===== config.mk =====
export PLATFORM = sky130hd
export DESIGN_NAME = rcac_walker
export DESIGN_NICKNAME = d
export VERILOG_FILES = /design/src/hdl/rcac_pkg.sv /design/src/hdl/rcac_walker.sv
export SDC_FILE = /design/constraint.sdc
export NUM_CORES = 1
export LEC_CHECK = 0
export BUFFER_PORTS_ARGS = -buffer_cell sky130_fd_sc_hd__clkbuf_2
export CAP_MARGIN = 10
export CORE_MARGIN = 4
export CORE_UTILIZATION = 35
export DETAILED_ROUTE_END_ITERATION = 10
export SLEW_MARGIN = 10
export SYNTH_ARGS = -nofsm -noshare
export SYNTH_HDL_FRONTEND = slang
export SYNTH_SLANG_ARGS = --single-unit

===== constraint.sdc =====
create_clock -name clock -period 2 [get_ports clock]
set_input_delay 0.4 -clock clock [delete_from_list [all_inputs] [get_ports clock]]
set_output_delay 0.4 -clock clock [all_outputs]
set_load 0.01 [all_outputs]

===== src/hdl/rcac_pkg.sv =====
// Shared types and constants for the range color assign/count block.
`timescale 1ns / 1ps
package rcac_pkg;

   localparam int POS_W   = 11;  // endpoint and board length width
   localparam int COLOR_W = 6;   // paint color field width
   localparam int COUNT_W = 6;   // distinct count field width

   localparam logic CMD_ASSIGN = 1'b0;
   localparam logic CMD_COUNT  = 1'b1;

   localparam logic [POS_W-1:0] BOARD_RESET = 11'd1024;

   typedef struct packed {
      logic               command;
      logic [POS_W-1:0]   left_end;
      logic [POS_W-1:0]   right_end;
      logic [COLOR_W-1:0] paint_color;
   } req_type;

   typedef struct packed {
      logic [COUNT_W-1:0] distinct_count;
      logic               bad_range;
   } rsp_type;

   // one checked request handed to the walker
   typedef struct packed {
      logic               bad;
      logic               command;
      logic [POS_W-1:0]   first;
      logic [POS_W-1:0]   last;
      logic [COLOR_W-1:0] color;
   } job_type;

   // walker to tally
   typedef struct packed {
      logic clear;
      logic read;
   } tally_ctl_type;

   // walker status seen by the top level
   typedef struct packed {
      logic idle;
      logic clearing;
      logic done;
   } walk_stat_type;

endpackage


===== src/hdl/rcac_walker.sv =====
// Range walker: clearing pass, paint and scan sequencing, result hold.
`timescale 1ns / 1ps
module rcac_walker
   import rcac_pkg::*;
#(
   parameter int POSITIONS = 1024,
   parameter int AW        = 10,
   parameter int CW        = 5
) (
   input  logic               clock,
   input  logic               reset,
   input  logic               start,
   input  job_type            job,
   input  logic               slot_free,
   input  logic [COUNT_W-1:0] tally_count,
   output tally_ctl_type      tally_ctl,
   output logic               ram_we,
   output logic               ram_re,
   output logic [AW-1:0]      ram_addr,
   output logic [CW-1:0]      ram_wdata,
   output rsp_type            result,
   output walk_stat_type      stat
);

   localparam logic [AW-1:0] ADDR_MAX = AW'(POSITIONS - 1);

   typedef enum logic [2:0] {
      ST_CLEAR,
      ST_IDLE,
      ST_PAINT,
      ST_SCAN,
      ST_LAST,
      ST_FINISH
   } state_type;

   state_type     state_ff;
   logic [AW-1:0] addr_ff;
   logic [AW-1:0] last_ff;
   logic [CW-1:0] color_ff;
   logic          bad_ff;
   logic          cmd_ff;

   always_ff @(posedge clock) begin
      if (reset) begin
         state_ff <= ST_CLEAR;
         addr_ff  <= '0;
         last_ff  <= '0;
         color_ff <= '0;
         bad_ff   <= 1'b0;
         cmd_ff   <= CMD_ASSIGN;
      end else begin
         case (state_ff)
            ST_CLEAR: begin
               if (addr_ff == ADDR_MAX) begin
                  state_ff <= ST_IDLE;
               end else begin
                  addr_ff <= addr_ff + AW'(1);
               end
            end
            ST_IDLE: begin
               if (start) begin
                  addr_ff  <= AW'(job.first - POS_W'(1));
                  last_ff  <= AW'(job.last - POS_W'(1));
                  color_ff <= CW'(job.color - COLOR_W'(1));
                  bad_ff   <= job.bad;
                  cmd_ff   <= job.command;
                  if (job.bad) begin
                     state_ff <= ST_FINISH;
                  end else if (job.command == CMD_ASSIGN) begin
                     state_ff <= ST_PAINT;
                  end else begin
                     state_ff <= ST_SCAN;
                  end
               end
            end
            ST_PAINT: begin
               if (addr_ff == last_ff) begin
                  state_ff <= ST_FINISH;
               end else begin
                  addr_ff <= addr_ff + AW'(1);
               end
            end
            ST_SCAN: begin
               if (addr_ff == last_ff) begin
                  state_ff <= ST_LAST;
               end else begin
                  addr_ff <= addr_ff + AW'(1);
               end
            end
            ST_LAST: begin
               state_ff <= ST_FINISH;   // last read data lands in the tally
            end
            ST_FINISH: begin
               if (slot_free) begin
                  state_ff <= ST_IDLE;
               end
            end
            default: begin
               state_ff <= ST_IDLE;
            end
         endcase
      end
   end

   always_comb begin
      ram_we          = (state_ff == ST_CLEAR) || (state_ff == ST_PAINT);
      ram_re          = (state_ff == ST_SCAN);
      ram_addr        = addr_ff;
      ram_wdata       = (state_ff == ST_CLEAR) ? '0 : color_ff;
      tally_ctl.clear = (state_ff == ST_IDLE) && start;
      tally_ctl.read  = (state_ff == ST_SCAN);
      result.bad_range      = bad_ff;
      result.distinct_count = (!bad_ff && cmd_ff == CMD_COUNT) ? tally_count : '0;
      stat.idle       = (state_ff == ST_IDLE);
      stat.clearing   = (state_ff == ST_CLEAR);
      stat.done       = (state_ff == ST_FINISH) && slot_free;
   end

endmodule

### Word-level counts from Yosys, hierarchy flattened

Index checks and enable logic that the tools add are counted.

* register bits: 30
* word-level logic and storage cells: 49

* $add $sub $neg: 4
* eq/ne operators: 14
* multiplexer cells: 14
* reductions and logical operators: 11

Operator list (number)
* 10-bit two-way mux: 3
* 10-bit case mux with 3 select lines: 1
* 10-bit by 1-bit subtractor with 10-bit output, second input constant: 2
* 3-bit two-way mux: 6
* 3-bit case mux with 6 select lines: 1
* 10-bit by 1-bit adder with 10-bit output, second input constant: 1
* 10-bit equality test: 1
* 10-bit equality test, second input constant: 1
* 2-bit inequality test, second input constant: 5
* 3-bit by 2-bit equality test with 1-bit output, second input constant: 2
* 3-bit equality test, second input constant: 2
* 6-bit two-way mux: 1
* 5-bit two-way mux: 1
* 5-bit AND reduction: 1
* 5-bit by 1-bit subtractor with 5-bit output, second input constant: 1
* 2-bit by 1-bit inequality test with 1-bit output, second input constant: 2
* 4-bit AND reduction: 1
* 3-bit by 1-bit equality test with 1-bit output, second input constant: 1
* 1-bit logical AND: 3
* 3-bit zero test: 1
* 3-bit nonzero test: 1
* 2-bit AND reduction: 1
* 2-bit OR reduction: 1
* 1-bit zero test: 1
* other kinds (2): 2

### Depth between registers and ports, before layout

* word-level depth: 4
* mapped depth: 8
* mapped depth without buffers: 7

### Worst setup path before layout

OpenSTA, ideal clock, no wires.

* path type: flip-flop to flip-flop
* start: register addr_ff[0] (netlist: ram_addr[0])
* end: register state_ff[0]
* setup time: 0.087 ns
* arrival: 1.799 ns
* data required time: 1.913 ns
* path slack: 0.114 ns
* cell stages (with the launch flop): 8
* path buffers: 1
* cell sequence: dfxtp_1 > ha_1 > and4_1 > buf_4 > a311o_1 > a21oi_2 > a31oi_1 > a221oi_2

* longest elaborated chain between the ends: 3

Ends and longest elaborated chain
* from (decl): RTL line rcac_walker.sv:37 `logic [AW-1:0] addr_ff;`
* from (signal assigned): RTL line rcac_walker.sv:57 `addr_ff <= addr_ff + AW'(1);`
* from (signal assigned): RTL line rcac_walker.sv:62 `addr_ff <= AW'(job.first - POS_W'(1));`
* from (signal assigned): RTL line rcac_walker.sv:80 `addr_ff <= addr_ff + AW'(1);`
* 10-bit equality test, on equally long branches: RTL line rcac_walker.sv:77, rcac_walker.sv:84, rcac_walker.sv:54
* 2-bit inequality test (no source line) / 2-bit by 1-bit inequality test with 1-bit output (equally long branches)
* 5-bit AND reduction (no source line) (*)
* to (signal assigned): RTL line rcac_walker.sv:78 `state_ff <= ST_FINISH;`
* to (signal assigned): RTL line rcac_walker.sv:85 `state_ff <= ST_LAST;`
* to (signal assigned): RTL line rcac_walker.sv:91 `state_ff <= ST_FINISH;`
* to (decl): RTL line rcac_walker.sv:36 `state_type state_ff;`

Every way passes the cells marked *; elsewhere a longest branch is shown, timed or not.
A chain may end at the register's enable or synchronous reset.

### Worst setup path after layout

Same ends and word-level chain as after synthesis.

==> flow_metrics.tcl <==
set metrics [dict create \
    outcome "finished clean" \
    final.min_clock_period_ns 1.87 \
    fp-row-count 28 \
    path_clk_slew_ns 0.07 \
    core_area_sq_um 6100 \
    crit_path_cell_trace "ha_1 -> and4_2 -> a311o_1 -> a21oi_4 -> a31oi_1 -> a221oi_2" \
    place_congestion 0.808 \
    grt_start_max_net_pins 31 \
    slew_headroom_pct 66.7 \
    cts-htree-levels 2 \
    finalSetupTns_ns 0 \
    via_per_inst 5.09 \
    sink_count_of_the_clock_tree 30 \
    drt-initial-drc-count 78 \
    postSynthCellCount 261 \
    fp.dieArea_sq_um 7790 \
    cpLargestDelayFamily "compound AO/OA/AOI/OAI gates" \
    hpwlAfterDp_um 4320 \
    initial_utilization_pct 37.0 \
    yosys.area.top_type_share_pct 26.7 \
    groute.usage.overall_pct 14.9 \
    initial_antenna_violation_count 0 \
    cts.root.buffer_cell "clkbuf_8" \
    finalHoldViolations 0 \
    yosys_register_bits 30 \
    dp_cells 403 \
    proportion_of_synthesized_chip_area_in_sequential_cells_pct 26.7 \
    number_of_enable_flip_flop_cells_after_synthesis 0 \
    setup.worst_path.end_class "register" \
    worst_clock_skew_ns 0.00580 \
    post-cts-setup-buffer-count 0 \
    die_height_um 88.2 \
    chipWidth_um 88.2 \
    crit_type "register to register" \
    boundaryPins 69 \
    worst_hold_path_type "input pin to register" \
    setup_viol 0 \
    post_drt_wl_per_cell_um 13.3 \
    top_ff_cell_synth "dfxtp_1" \
    fin_crit_sh_pct 93.5 \
    finalInstanceArea_sq_um 2850 \
    netlist_top_cells_count "nor2_1, dfxtp_1, xor2_1" \
    dr_total_vias 2092 \
    total_power_mw 1.40 \
    post_synth.cell_area_avg_sq_um 8.63 \
    power_density_nw_per_um2 489 \
    worst-slew-pin-transition_ns 0.499 \
    critical_path_peak_fanout 6 \
    detail-route-antenna-nets 0 \
    yosys-top-cells-area "dfxtp_1, xor2_1, nor2_1" \
    cp_slowest_stage_delay_ns 0.40 \
    flow.area_growth_from_synthesis_pct 26.5 \
    grt_pass1_vias 1943 \
    io_buffer_count 65 \
    cts_inserted_buffers 5 \
    clock_path_buffers 2 \
    maxSlewViolCount 0 \
    syn-num-nets 305 \
    hold_buffers 0 \
    postPlaceCellArea_sq_um 2730 \
    cts_tree "yes" \
    cp_num_buf_inv 0 \
    antenna_cells 0 \
    hold_slack_ns 0.335 \
    synth.most_common_cell "nor2_1" \
    synth_top_cell_by_area "dfxtp_1" \
    postLayoutCoreUtil_pct 46.8 \
    wirelength_um 5460 \
    drt_drc_violations_left 0 \
    vdd_ir_drop_max_mv 0.328 \
    cap_viol_max_count 0 \
    grt_setup_unrepaired "false" \
    cp-start-kind "register" \
    crit_arrival_ns 2.06 \
    worstPathRequired_ns 2.19 \
    critPathSlowestCell "a311o_1" \
    timing.fmax_ghz 0.534 \
    post_synth_num_cell_types 55 \
    yosysWarningCount 0 \
    clk-insertion-delay-late_ns 0.28 \
    syn_area_sq_um 2250 \
    dr.pass1.iters 4 \
    preCtsSetupSlack_ns 0.0312 \
    final_nets 379 \
    fin_cells 411 \
    worst_slack_ns 0.129 \
    grt_first_pass_wirelength_um 9180 \
    synth_async_sr_flop_share_pct 0 \
    grt_overflow_total 0 \
    power.static_leakage_nw 1.19 \
    layout-drive-gt1-share_pct 36.6 \
]
==> metal layers <==
metal  part of all wire [%]  wire [um]  track usage (%)
met2                     47       2560             22.9
met5                      0          0                0
met3                    5.0        274             3.72
met4                   0.62         34             3.71
met1                     47       2590             21.0
==> state kept, by name (all words and copies together), names as in the netlist <==
signal	flops
state_ff	3
last_ff	10
ram_addr	10
bad_ff	1
color_ff	5
cmd_ff	1
==> cells in the final DEF, fill, tap and decap left out, drive strengths merged, types with 8 or more instances in the layout <==
cell type  instances
o32ai              8
buf               20
clkbuf            70
nor3              13
xor2              19
nand2             10
a211oi            17
nor2              39
nor2b              8
nand2b             9
inv               11
dfxtp             30
==> logic make-up after synthesis <==
group	count (synthesis)	synth area share (%)
AO/OA/AOI/OAI	54	22.5
XOR/XNOR	26	10.1
adder cells (fa/ha/maj)	4	2.22
buffers and inverters	29	6.66
flip-flops	30	26.7
multiplexers	3	1.33
AND/OR/NAND/NOR	115	30.5
==> cell type report <==
cell class | count | area [sq um]
fill | 647 | 3250
multi-input combinational | 202 | 1510
sequential | 30 | 602
timing repair buffer | 85 | 492
tap | 75 | 93.8
clock buffer | 5 | 68.8
inverter | 11 | 41.3
clock inverter | 3 | 40.0
==> timing repair <==
| action | 4_1_cts | 5_1_grt |
|---|---|---|
| resized for setup | 0 | 5 |
| cloned | 0 | 0 |
| setup endpoints to repair | 1 | 12 |
==> report_power, final <==
part           internal [mW]  switching [mW]  leakage, nW  total, mW
sequential             0.603         0.00514        0.243      0.608
combinational         0.0824          0.0970        0.889      0.179
clock                  0.366           0.241       0.0579      0.608
total                   1.05           0.343         1.19       1.40
==> worst paths after layout <==
kind / cells past startpoint / startpoint / to / slack, ns
worst max-delay path: 6 / ram_addr[0]$_SDFFE_PP0P_ / state_ff[0]$_SDFFE_PP0P_ / 0.13
worst min-delay path: 2 / job[0] / color_ff[0]$_SDFFE_PP0P_ / 0.33
worst max register to register: 6 / ram_addr[0]$_SDFFE_PP0P_ / state_ff[0]$_SDFFE_PP0P_ / 0.13
worst min register to register: 2 / cmd_ff$_SDFFE_PP0P_ / cmd_ff$_SDFFE_PP0P_ / 0.49
(Power assumes the default switching activity.)
