<file path="config.mk">
export PLATFORM = sky130hd
export DESIGN_NAME = rcac_tally
export DESIGN_NICKNAME = d
export VERILOG_FILES = /design/src/hdl/rcac_pkg.sv /design/src/hdl/rcac_tally.sv
export SDC_FILE = /design/constraint.sdc
export NUM_CORES = 1
export LEC_CHECK = 0
export BUFFER_PORTS_ARGS = -buffer_cell sky130_fd_sc_hd__buf_4
export CAP_MARGIN = 20
export CORE_MARGIN = 2
export CORE_UTILIZATION = 55
export CTS_CLUSTER_SIZE = 8
export DETAILED_ROUTE_END_ITERATION = 6
export GPL_ROUTABILITY_DRIVEN = 0
export PLACE_DENSITY = 0.74
export SYNTH_ARGS = -nofsm -noshare
export SYNTH_HDL_FRONTEND = slang
export SYNTH_SLANG_ARGS = --single-unit
</file>
<file path="constraint.sdc">
create_clock -name clock -period 4.7 [get_ports clock]
set_input_delay 0.705 -clock clock [delete_from_list [all_inputs] [get_ports clock]]
set_output_delay 0.705 -clock clock [all_outputs]
set_load 0.01 [all_outputs]
</file>
<file path="src/hdl/rcac_pkg.sv">
// Shared types and constants for the range color assign/count block.
`timescale 1ns / 1ps
package rcac_pkg;

   localparam int POS_W   = 11;  // endpoint and board length width
   localparam int COLOR_W = 6;   // paint color field width
   localparam int COUNT_W = 6;   // distinct count field width

   localparam logic CMD_ASSIGN = 1'b0;
   localparam logic CMD_COUNT  = 1'b1;

   localparam logic [POS_W-1:0] BOARD_RESET = 11'd1024;

   typedef struct packed {
      logic               command;
      logic [POS_W-1:0]   left_end;
      logic [POS_W-1:0]   right_end;
      logic [COLOR_W-1:0] paint_color;
   } req_type;

   typedef struct packed {
      logic [COUNT_W-1:0] distinct_count;
      logic               bad_range;
   } rsp_type;

   // one checked request handed to the walker
   typedef struct packed {
      logic               bad;
      logic               command;
      logic [POS_W-1:0]   first;
      logic [POS_W-1:0]   last;
      logic [COLOR_W-1:0] color;
   } job_type;

   // walker to tally
   typedef struct packed {
      logic clear;
      logic read;
   } tally_ctl_type;

   // walker status seen by the top level
   typedef struct packed {
      logic idle;
      logic clearing;
      logic done;
   } walk_stat_type;

endpackage

</file>
<file path="src/hdl/rcac_tally.sv">
// Distinct color tally: seen mask and counter fed by the store read data.
`timescale 1ns / 1ps
module rcac_tally
   import rcac_pkg::*;
#(
   parameter int COLORS = 32,
   parameter int CW     = 5
) (
   input  logic               clock,
   input  logic               reset,
   input  tally_ctl_type      ctl,
   input  logic [CW-1:0]      rd_data,
   output logic [COUNT_W-1:0] count
);

   localparam int CNT_W = $clog2(COLORS + 1);

   logic [COLORS-1:0] seen_ff;
   logic [CNT_W-1:0]  count_ff;
   logic              sample_ff;   // read data valid this cycle
   logic [6:0]        count_wide;

   always_ff @(posedge clock) begin
      if (reset) begin
         sample_ff <= 1'b0;
         seen_ff   <= '0;
         count_ff  <= '0;
      end else begin
         sample_ff <= ctl.read;
         if (ctl.clear) begin
            seen_ff  <= '0;
            count_ff <= '0;
         end else if (sample_ff && !seen_ff[rd_data]) begin
            seen_ff[rd_data] <= 1'b1;
            count_ff         <= count_ff + CNT_W'(1);
         end
      end
   end

   // saturate at the field maximum
   assign count_wide = 7'(count_ff);
   assign count      = count_wide[6] ? 6'd63 : count_wide[5:0];

endmodule

</file>
# Yosys cells after proc, flatten, opt, wreduce, memory -nomap -nowiden

Index checks and enable logic that the tools add are counted.

Register bits after elaboration: 39
Output and inout port bits: 6
Word-level logic and storage cells: 15

$add $sub $neg: 1
$lt $le $gt $ge: 2
Muxes and demuxes: 4
Bitwise logic cells: 1
Reductions and logical operators: 4

Operators by type and width:

| operator                                            | number |
|---|---|
| bitwise OR 32 bit                                   | 1 |
| adder 6 x 1 -> 6 bit, second input constant         | 1 |
| < comparator 5 x 6 -> 1 bit, second input constant  | 1 |
| binary-select mux 1 bit (select 5 bit)              | 1 |
| demux 1 bit (select 5 bit)                          | 1 |
| >= comparator 5 x 1 -> 1 bit, second input constant | 1 |
| logical AND 1 bit                                   | 2 |
| 2-to-1 mux 1 bit                                    | 2 |
| OR reduction 2 bit                                  | 1 |
| zero test 1 bit                                     | 1 |

# Logic depth before layout (Yosys ltp)

Gate-level depths: netlist of run 1.

Depth in word-level cells: 5
Mapped depth: 8
Mapped depth without buffers: 5

# Least setup slack after synthesis of run 1

OpenSTA, ideal clock, no wires.

Path kind: in2reg
Start: input port rd_data[1]
End: register count_ff[1], in the netlist count[1]
Arrival time: 2.381 ns
Data required time: 4.628 ns
Path slack: 2.247 ns
Cell stages on the path: 8
Path buffers: 3
Cell sequence: buf_2 > buf_6 > mux4_2 > a22oi_2 > o221ai_2 > nor3_4 > buf_6 > mux2i_1

Word-level cells in the longest chain between the ends: 4

RTL lines:

| what                                   | line             | text |
|---|---|---|
| from (decl)                            | rcac_tally.sv:12 | `input logic [CW-1:0] rd_data,` |
| binary-select mux 1 bit (select 5 bit) | rcac_tally.sv:33 | `end else if (sample_ff && !seen_ff[rd_data]) begin` |
| 2-to-1 mux 1 bit (not written as such) | rcac_tally.sv:33 |  |
| zero test 1 bit                        | rcac_tally.sv:33 |  |
| logical AND 1 bit                      | rcac_tally.sv:33 |  |
| to (signal assigned)                   | rcac_tally.sv:35 | `count_ff <= count_ff + CNT_W'(1);` |
| to (decl)                              | rcac_tally.sv:19 | `logic [CNT_W-1:0] count_ff;` |

No other way between the ends. The select of a mux whose other input is x is not followed.
A chain may end at the register's enable or synchronous reset.

# Worst setup path in the final report of run 1

Start: input port rd_data[0]
End: register seen_ff[29]

Word-level cells in the longest chain between the ends: 5
Elaborated cells on any way between the ends: 10

RTL lines:

| what                                                                                                     | line             | text |
|---|---|---|
| < comparator 5 x 6 -> 1 bit (not written as such) / >= comparator 5 x 1 -> 1 bit (equally long branches) | rcac_tally.sv:34 | `seen_ff[rd_data] <= 1'b1;` |
| logical AND 1 bit (not written as such)                                                                  | rcac_tally.sv:34 |  |
| 2-to-1 mux 1 bit (not written as such)                                                                   | rcac_tally.sv:34 |  |
| demux 1 bit (select 5 bit)                                                                               | rcac_tally.sv:34 |  |
| bitwise OR 32 bit (no line)                                                                              | n/a              |  |
| to (signal assigned)                                                                                     | rcac_tally.sv:26 | `seen_ff <= '0;` |
| to (signal assigned)                                                                                     | rcac_tally.sv:31 | `seen_ff <= '0;` |
| to (signal, indexed assignment)                                                                          | rcac_tally.sv:34 |  |
| to (decl)                                                                                                | rcac_tally.sv:18 | `logic [COLORS-1:0] seen_ff;` |

Parallel ways exist; a longest one is shown, timed or not. The select of a mux whose other input is x is not followed.

==> results of run 1 <==
## kinds of logic (layout without fill, tap and decap cells)
logic type               Yosys count  in the layout  synth area share
buffers and inverters             16             29            0.0540
adder cells (fa/ha/maj)            1              1           0.00683
multiplexers                      19             19             0.130
AND/OR/NAND/NOR                   47             47             0.154
AO/OA/AOI/OAI                     43             43             0.229
flip-flops                        39             39             0.426
## layout make-up
class,count,area [µm²]
Timing Repair Buffer,19,155
Fill cell,277,1100
Inverter,2,7.51
Tap cell,44,55.1
Clock inverter,3,15.0
Sequential cell,39,781
Multi-Input combinational cell,110,955
Clock buffer,5,37.5
## worst max-delay path: stages
cell	delay, ns
buf_4	0.19
mux4_2	0.53
a22oi_2	0.23
o221ai_2	0.18
nor3_4	0.36
clkbuf_16	0.27
a32o_1	0.18
## registers in the layout, summed over array words and instances (netlist names)
name       count
count          6
sample_ff      1
seen_ff       32
## path summary, 6_finish.rpt
kind	start	to	slack [ns]
min reg2reg	seen_ff[17]	seen_ff[17]	0.47
max reg2reg	seen_ff[11]	seen_ff[29]	2.63
max	rd_data[0]	seen_ff[29]	2.34
min	seen_ff[17]	seen_ff[17]	0.47
## power groups by stage
stage	Combinational (mW)	Clock (mW)	Sequential, mW
after floorplan	0.0471	0	0.342
after global placement	0.0557	0	0.342
after detailed placement	0.0590	0	0.342
after CTS	0.0592	0.169	0.335
after global routing	0.0694	0.184	0.335
final	0.0641	0.163	0.335
## metal layers
| metal | GRT usage | share of wire | up-vias |
|---|---|---|---|
| met5 | 0 | 0 | - |
| met3 | 0.0704 | 0.045 | 6 |
| met2 | 0.392 | 0.51 | 33 |
| met4 | 0.0912 | 0.013 | 0 |
| met1 | 0.301 | 0.44 | 702 |
| li1 | - | - | 695 |
## metrics by stage
step / setup WS (ns) / instances / area [µm²]
CTS: 1.83 / 220 / 1980
floorplan: 2.25 / 165 / 1830
detailed placement: 1.47 / 212 / 1920
global placement: 1.58 / 210 / 1910
finish: 2.34 / 222 / 2010
global route: 2.27 / 222 / 2010
## cells in the final DEF, fill, tap and decap left out, types with 2 or more instances in the layout
cell | Yosys | routed
nand3_1 | 3 | 3
nand4_1 | 3 | 3
dfxtp_1 | 39 | 39
nor2_1 | 6 | 5
or2_2 | 2 | 2
clkinv_2 | 0 | 3
o31ai_1 | 2 | 2
mux2i_1 | 11 | 11
or3_1 | 3 | 3
nor3b_1 | 5 | 5
nand2b_1 | 3 | 3
nand2_1 | 8 | 8
nand3b_1 | 2 | 2
inv_1 | 2 | 2
a32o_1 | 33 | 33
clkbuf_4 | 0 | 5
mux4_2 | 2 | 2
buf_4 | 0 | 16
and3_1 | 4 | 4
mux2_2 | 5 | 5
## synth_stat cells (all sizes together), types with 3 or more instances
master	n
and3	4
nand2	8
nor3b	5
nand2b	3
mux4	3
mux2	5
mux2i	11
nand4	3
nor3	3
buf	7
a32o	33
or3	3
dfxtp	39
clkbuf	7
nor2	6
nand3	3
==> impl_metrics.toml, run 1 <==
[sta]
maxClockFrequency_mhz = 423
fin_crit_ns = 2.36
grt_setup_unrepaired = "false"
relSlewSlack = 0.369
finalSetupViolCount = 0
timing_hold_violations_final = 0
tightest_slew_ns = 0.944
fin_skew_ns = 0.0101
finalCritPeriodShare = 0.503
hold-worst-slack_ns = 0.473
setup_tns_ns = 0
drv_slew = 0

[critical_path]
worstPathArrival_ns = 2.65
r2r_cells = 6
crit_type = "primary input to flop"
worstPathRequired_ns = 4.99
cp-start-kind = "primary input"
crit_path_end_kind = "flop"
path_max_fanout = 30

[floorplan]
coreArea_um2 = 3100
fp.dieH_um = 61.7
pin_count = 15
die_w_um = 61.7
rows = 20
start_util = 0.590
die_area_um2 = 3810

[clock_network]
cts_resized = 0
clock-sinks = 39
cts_made_buffers = 5
clkTransAtPathRegs_ns = 0.10
htreeDepth = 2
post-cts-setup-buffers = 0
hold_buffers = 0
cts_root_buffer = "clkbuf_4"
cts_tree = "yes"
cts_max_path_buffers = 2
clock_latency_ns = 0.35

[global_route]
antenna_found_initial = 0
grt_max_degree = 41
grt-ovfl-total = 0
grt_usage = 0.240
grt_pass1_vias = 1387
grt_pass1_wl_um = 6560

[yosys]
ys_types = 39
netlist_area_um2 = 1830
synth-seq-cells = 39
syn_area_per_cell_um2 = 11.1
synth_edf_count = 0
synth_cells = 165
ys_seq_area_frac = 0.426
synth_nets = 175
synthFlopType = "dfxtp_1"
synth_warnings = 0
synthTopCellsByArea = "dfxtp_1, a32o_1, mux2i_1, buf_6, mux2_2"
synth_top_area_share = 0.426
async_reset_ff_frac = 0
synth_top_area_cell = "dfxtp_1"

[power_and_ir_drop]
p_leak_nw = 0.737
p_total_uw = 562
p_int_uw = 412
power_switching_uw = 149
vdd_drop_max_mv = 0.268
powerDensity_nw_per_um2 = 280
swShare = 0.266
pwr-share-seq = 0.596
p_comb_frac = 0.114
clkPwrFrac = 0.290

[outcome]
outcome = "completed"

[detailed_routing]
drt_iter0_markers = 99
vias = 1436
wl_um = 3930
routed_via_density = 6.47
drc = 0
drtPass1Iterations = 4
routedWlPerCell_um = 17.7
ant_nets = 0

[hold_path]
hold_class = "flop to flop"
whs_path_depth = 1

[layout]
antenna_cells = 0
drive_above_1_share = 0.236
fin_util = 0.646
nets = 187
area_delta_synth_final_pct = 9.49

[flow_run]
cap_violations = 0

[place]
io_buffers = 14
dp_hpwl_um = 2690
Power figures use the tool's default switching activity.
==> run 2, diff against run 1 <==
==> constraint.sdc (replaced) <==
create_clock -name clock -period 2.2 [get_ports clock]
set_input_delay 0.33 -clock clock [delete_from_list [all_inputs] [get_ports clock]]
set_output_delay 0.33 -clock clock [all_outputs]
set_load 0.01 [all_outputs]
==> run 2 against run 1 <==
Via count increased by 3.2%. Largest cell class unchanged. Highest routed layer unchanged. Critical path type is now flop to flop. Combinational power is 120% higher. Clock skew up 0.0013 ns.
==> impl_metrics.toml, run 2 (synthesized netlist as in run 1, its figures left out) <==
[sta]
grt_setup_unrepaired = "false"
fin_skew_ns = 0.0114
hold-worst-slack_ns = 0.155
finalCritPeriodShare = 0.889
setup_tns_ns = 0
relSlewSlack = 0.655
tightest_slew_ns = 0.516
fin_crit_ns = 1.96
maxClockFrequency_mhz = 511
drv_slew = 0
timing_hold_violations_final = 0
finalSetupViolCount = 0

[critical_path]
rr_endpoint = "count[3]"
worstPathRequired_ns = 2.49
cp-endpoint = "count[3]"
rrSetupSlack_ns = 0.24
r2r_cells = 6
cp-start-kind = "flop"
worstPathArrival_ns = 2.24
path_max_fanout = 4
crit_path_end_kind = "flop"
critPathLaunch = "seen_ff[8]"
timing.rr.start = "seen_ff[8]"
crit_type = "flop to flop"

[global_route]
grt_usage = 0.245
grt_max_degree = 40
grt-ovfl-total = 0
grt_pass1_wl_um = 6620
grt_pass1_vias = 1429
antenna_found_initial = 0

[detailed_routing]
routed_via_density = 6.44
drt_iter0_markers = 86
drc = 0
vias = 1482
wl_um = 4020
ant_nets = 0
drtPass1Iterations = 4
routedWlPerCell_um = 17.5

[floorplan]
coreArea_um2 = 3100
fp.dieH_um = 61.7
pin_count = 15
start_util = 0.590
die_w_um = 61.7
rows = 20
die_area_um2 = 3810

[clock_network]
hold_buffers = 0
cts_root_buffer = "clkbuf_4"
clock_latency_ns = 0.35
htreeDepth = 2
clkTransAtPathRegs_ns = 0.11
cts_max_path_buffers = 2
cts_made_buffers = 5
post-cts-setup-buffers = 0
cts_tree = "yes"
clock-sinks = 39
cts_resized = 0

[power_and_ir_drop]
powerDensity_nw_per_um2 = 609
vdd_drop_max_mv = 0.647
p_leak_nw = 0.777

[layout]
final_common_cell = "dfxtp_1"
area_delta_synth_final_pct = 13.0
final_cell_mix = "dfxtp_1, a32o_1, buf_4"
antenna_cells = 0
largest_reg_flops = 32
top_register = "seen_ff"
design_area_um2 = 2070
nets = 195
filler_cell_count = 274
drive_above_1_share = 0.263

[hold_path]
hold_class = "primary input to flop"

[flow_run]
cap_violations = 0

[place]
io_buffers = 14
placed_area_um2 = 2000
dp_hpwl_um = 2950

[outcome]
outcome = "completed"
## run 2: cell types whose count changed in the layout (fill, tap and decap cells not counted)
cell / delta
buf_2: -1
clkbuf_8: +2
clkinv_2: -3
clkbuf_1: +1
clkbuf_16: -1
clkbuf_2: -1
buf_4: +11
## run 2: routing by layer
layer	vias to the layer above	wire length [µm]	track usage	share of wire
met5	-	0	0	0
met4	0	27	0.0608	0.0067
met3	2	227	0.0766	0.057
met2	38	2000	0.433	0.50
met1	733	1760	0.291	0.44
li1	709	-	-	-
## run 2: stage by stage
step	util	setup WS, ns	total power, mW	instances
final	0.667	0.244	1.26	230
after global placement	0.645	0.116	0.863	222
after detailed placement	0.645	0.0497	0.868	222
after floorplan	-	0.122	0.831	165
after CTS	0.667	0.236	1.27	230
after global routing	0.667	0.145	1.32	230
## run 2: power by group
group / total, mW / switching, mW / internal (mW)
registers: 0.715 / 0.00456 / 0.710
clock network: 0.407 / 0.219 / 0.188
logic: 0.139 / 0.0860 / 0.0526
total: 1.26 / 0.309 / 0.951
## run 2: final cells by class
| type | count | area, µm² | share of cell area |
|---|---|---|---|
| Tap cell | 44 | 55.1 | 0.0266 |
| Sequential cell | 39 | 781 | 0.377 |
| Clock buffer | 8 | 68.8 | 0.0333 |
| Multi-Input combinational cell | 110 | 955 | 0.461 |
| Timing Repair Buffer | 27 | 203 | 0.0979 |
| Inverter | 2 | 7.51 | 0.00363 |
## run 2: worst min-delay path by stage
stage,startpoint,endpoint,slack [ns],cells past startpoint
CTS,reset,sample_ff,0.15,2
floorplan,reset,sample_ff,0.40,1
global placement,seen_ff[17],seen_ff[17],0.44,1
finish,reset,sample_ff,0.16,2
detailed placement,seen_ff[17],seen_ff[17],0.45,1
global route,reset,sample_ff,0.13,2
## run 2: worst max-delay path, cell delays in order, from the launching register on
cell and delay, ns:
dfxtp_1 0.34, mux4_2 0.46, a22oi_2 0.23, o221ai_2 0.17, nor4_1 0.36, buf_4 0.18
mux2i_1 0.17
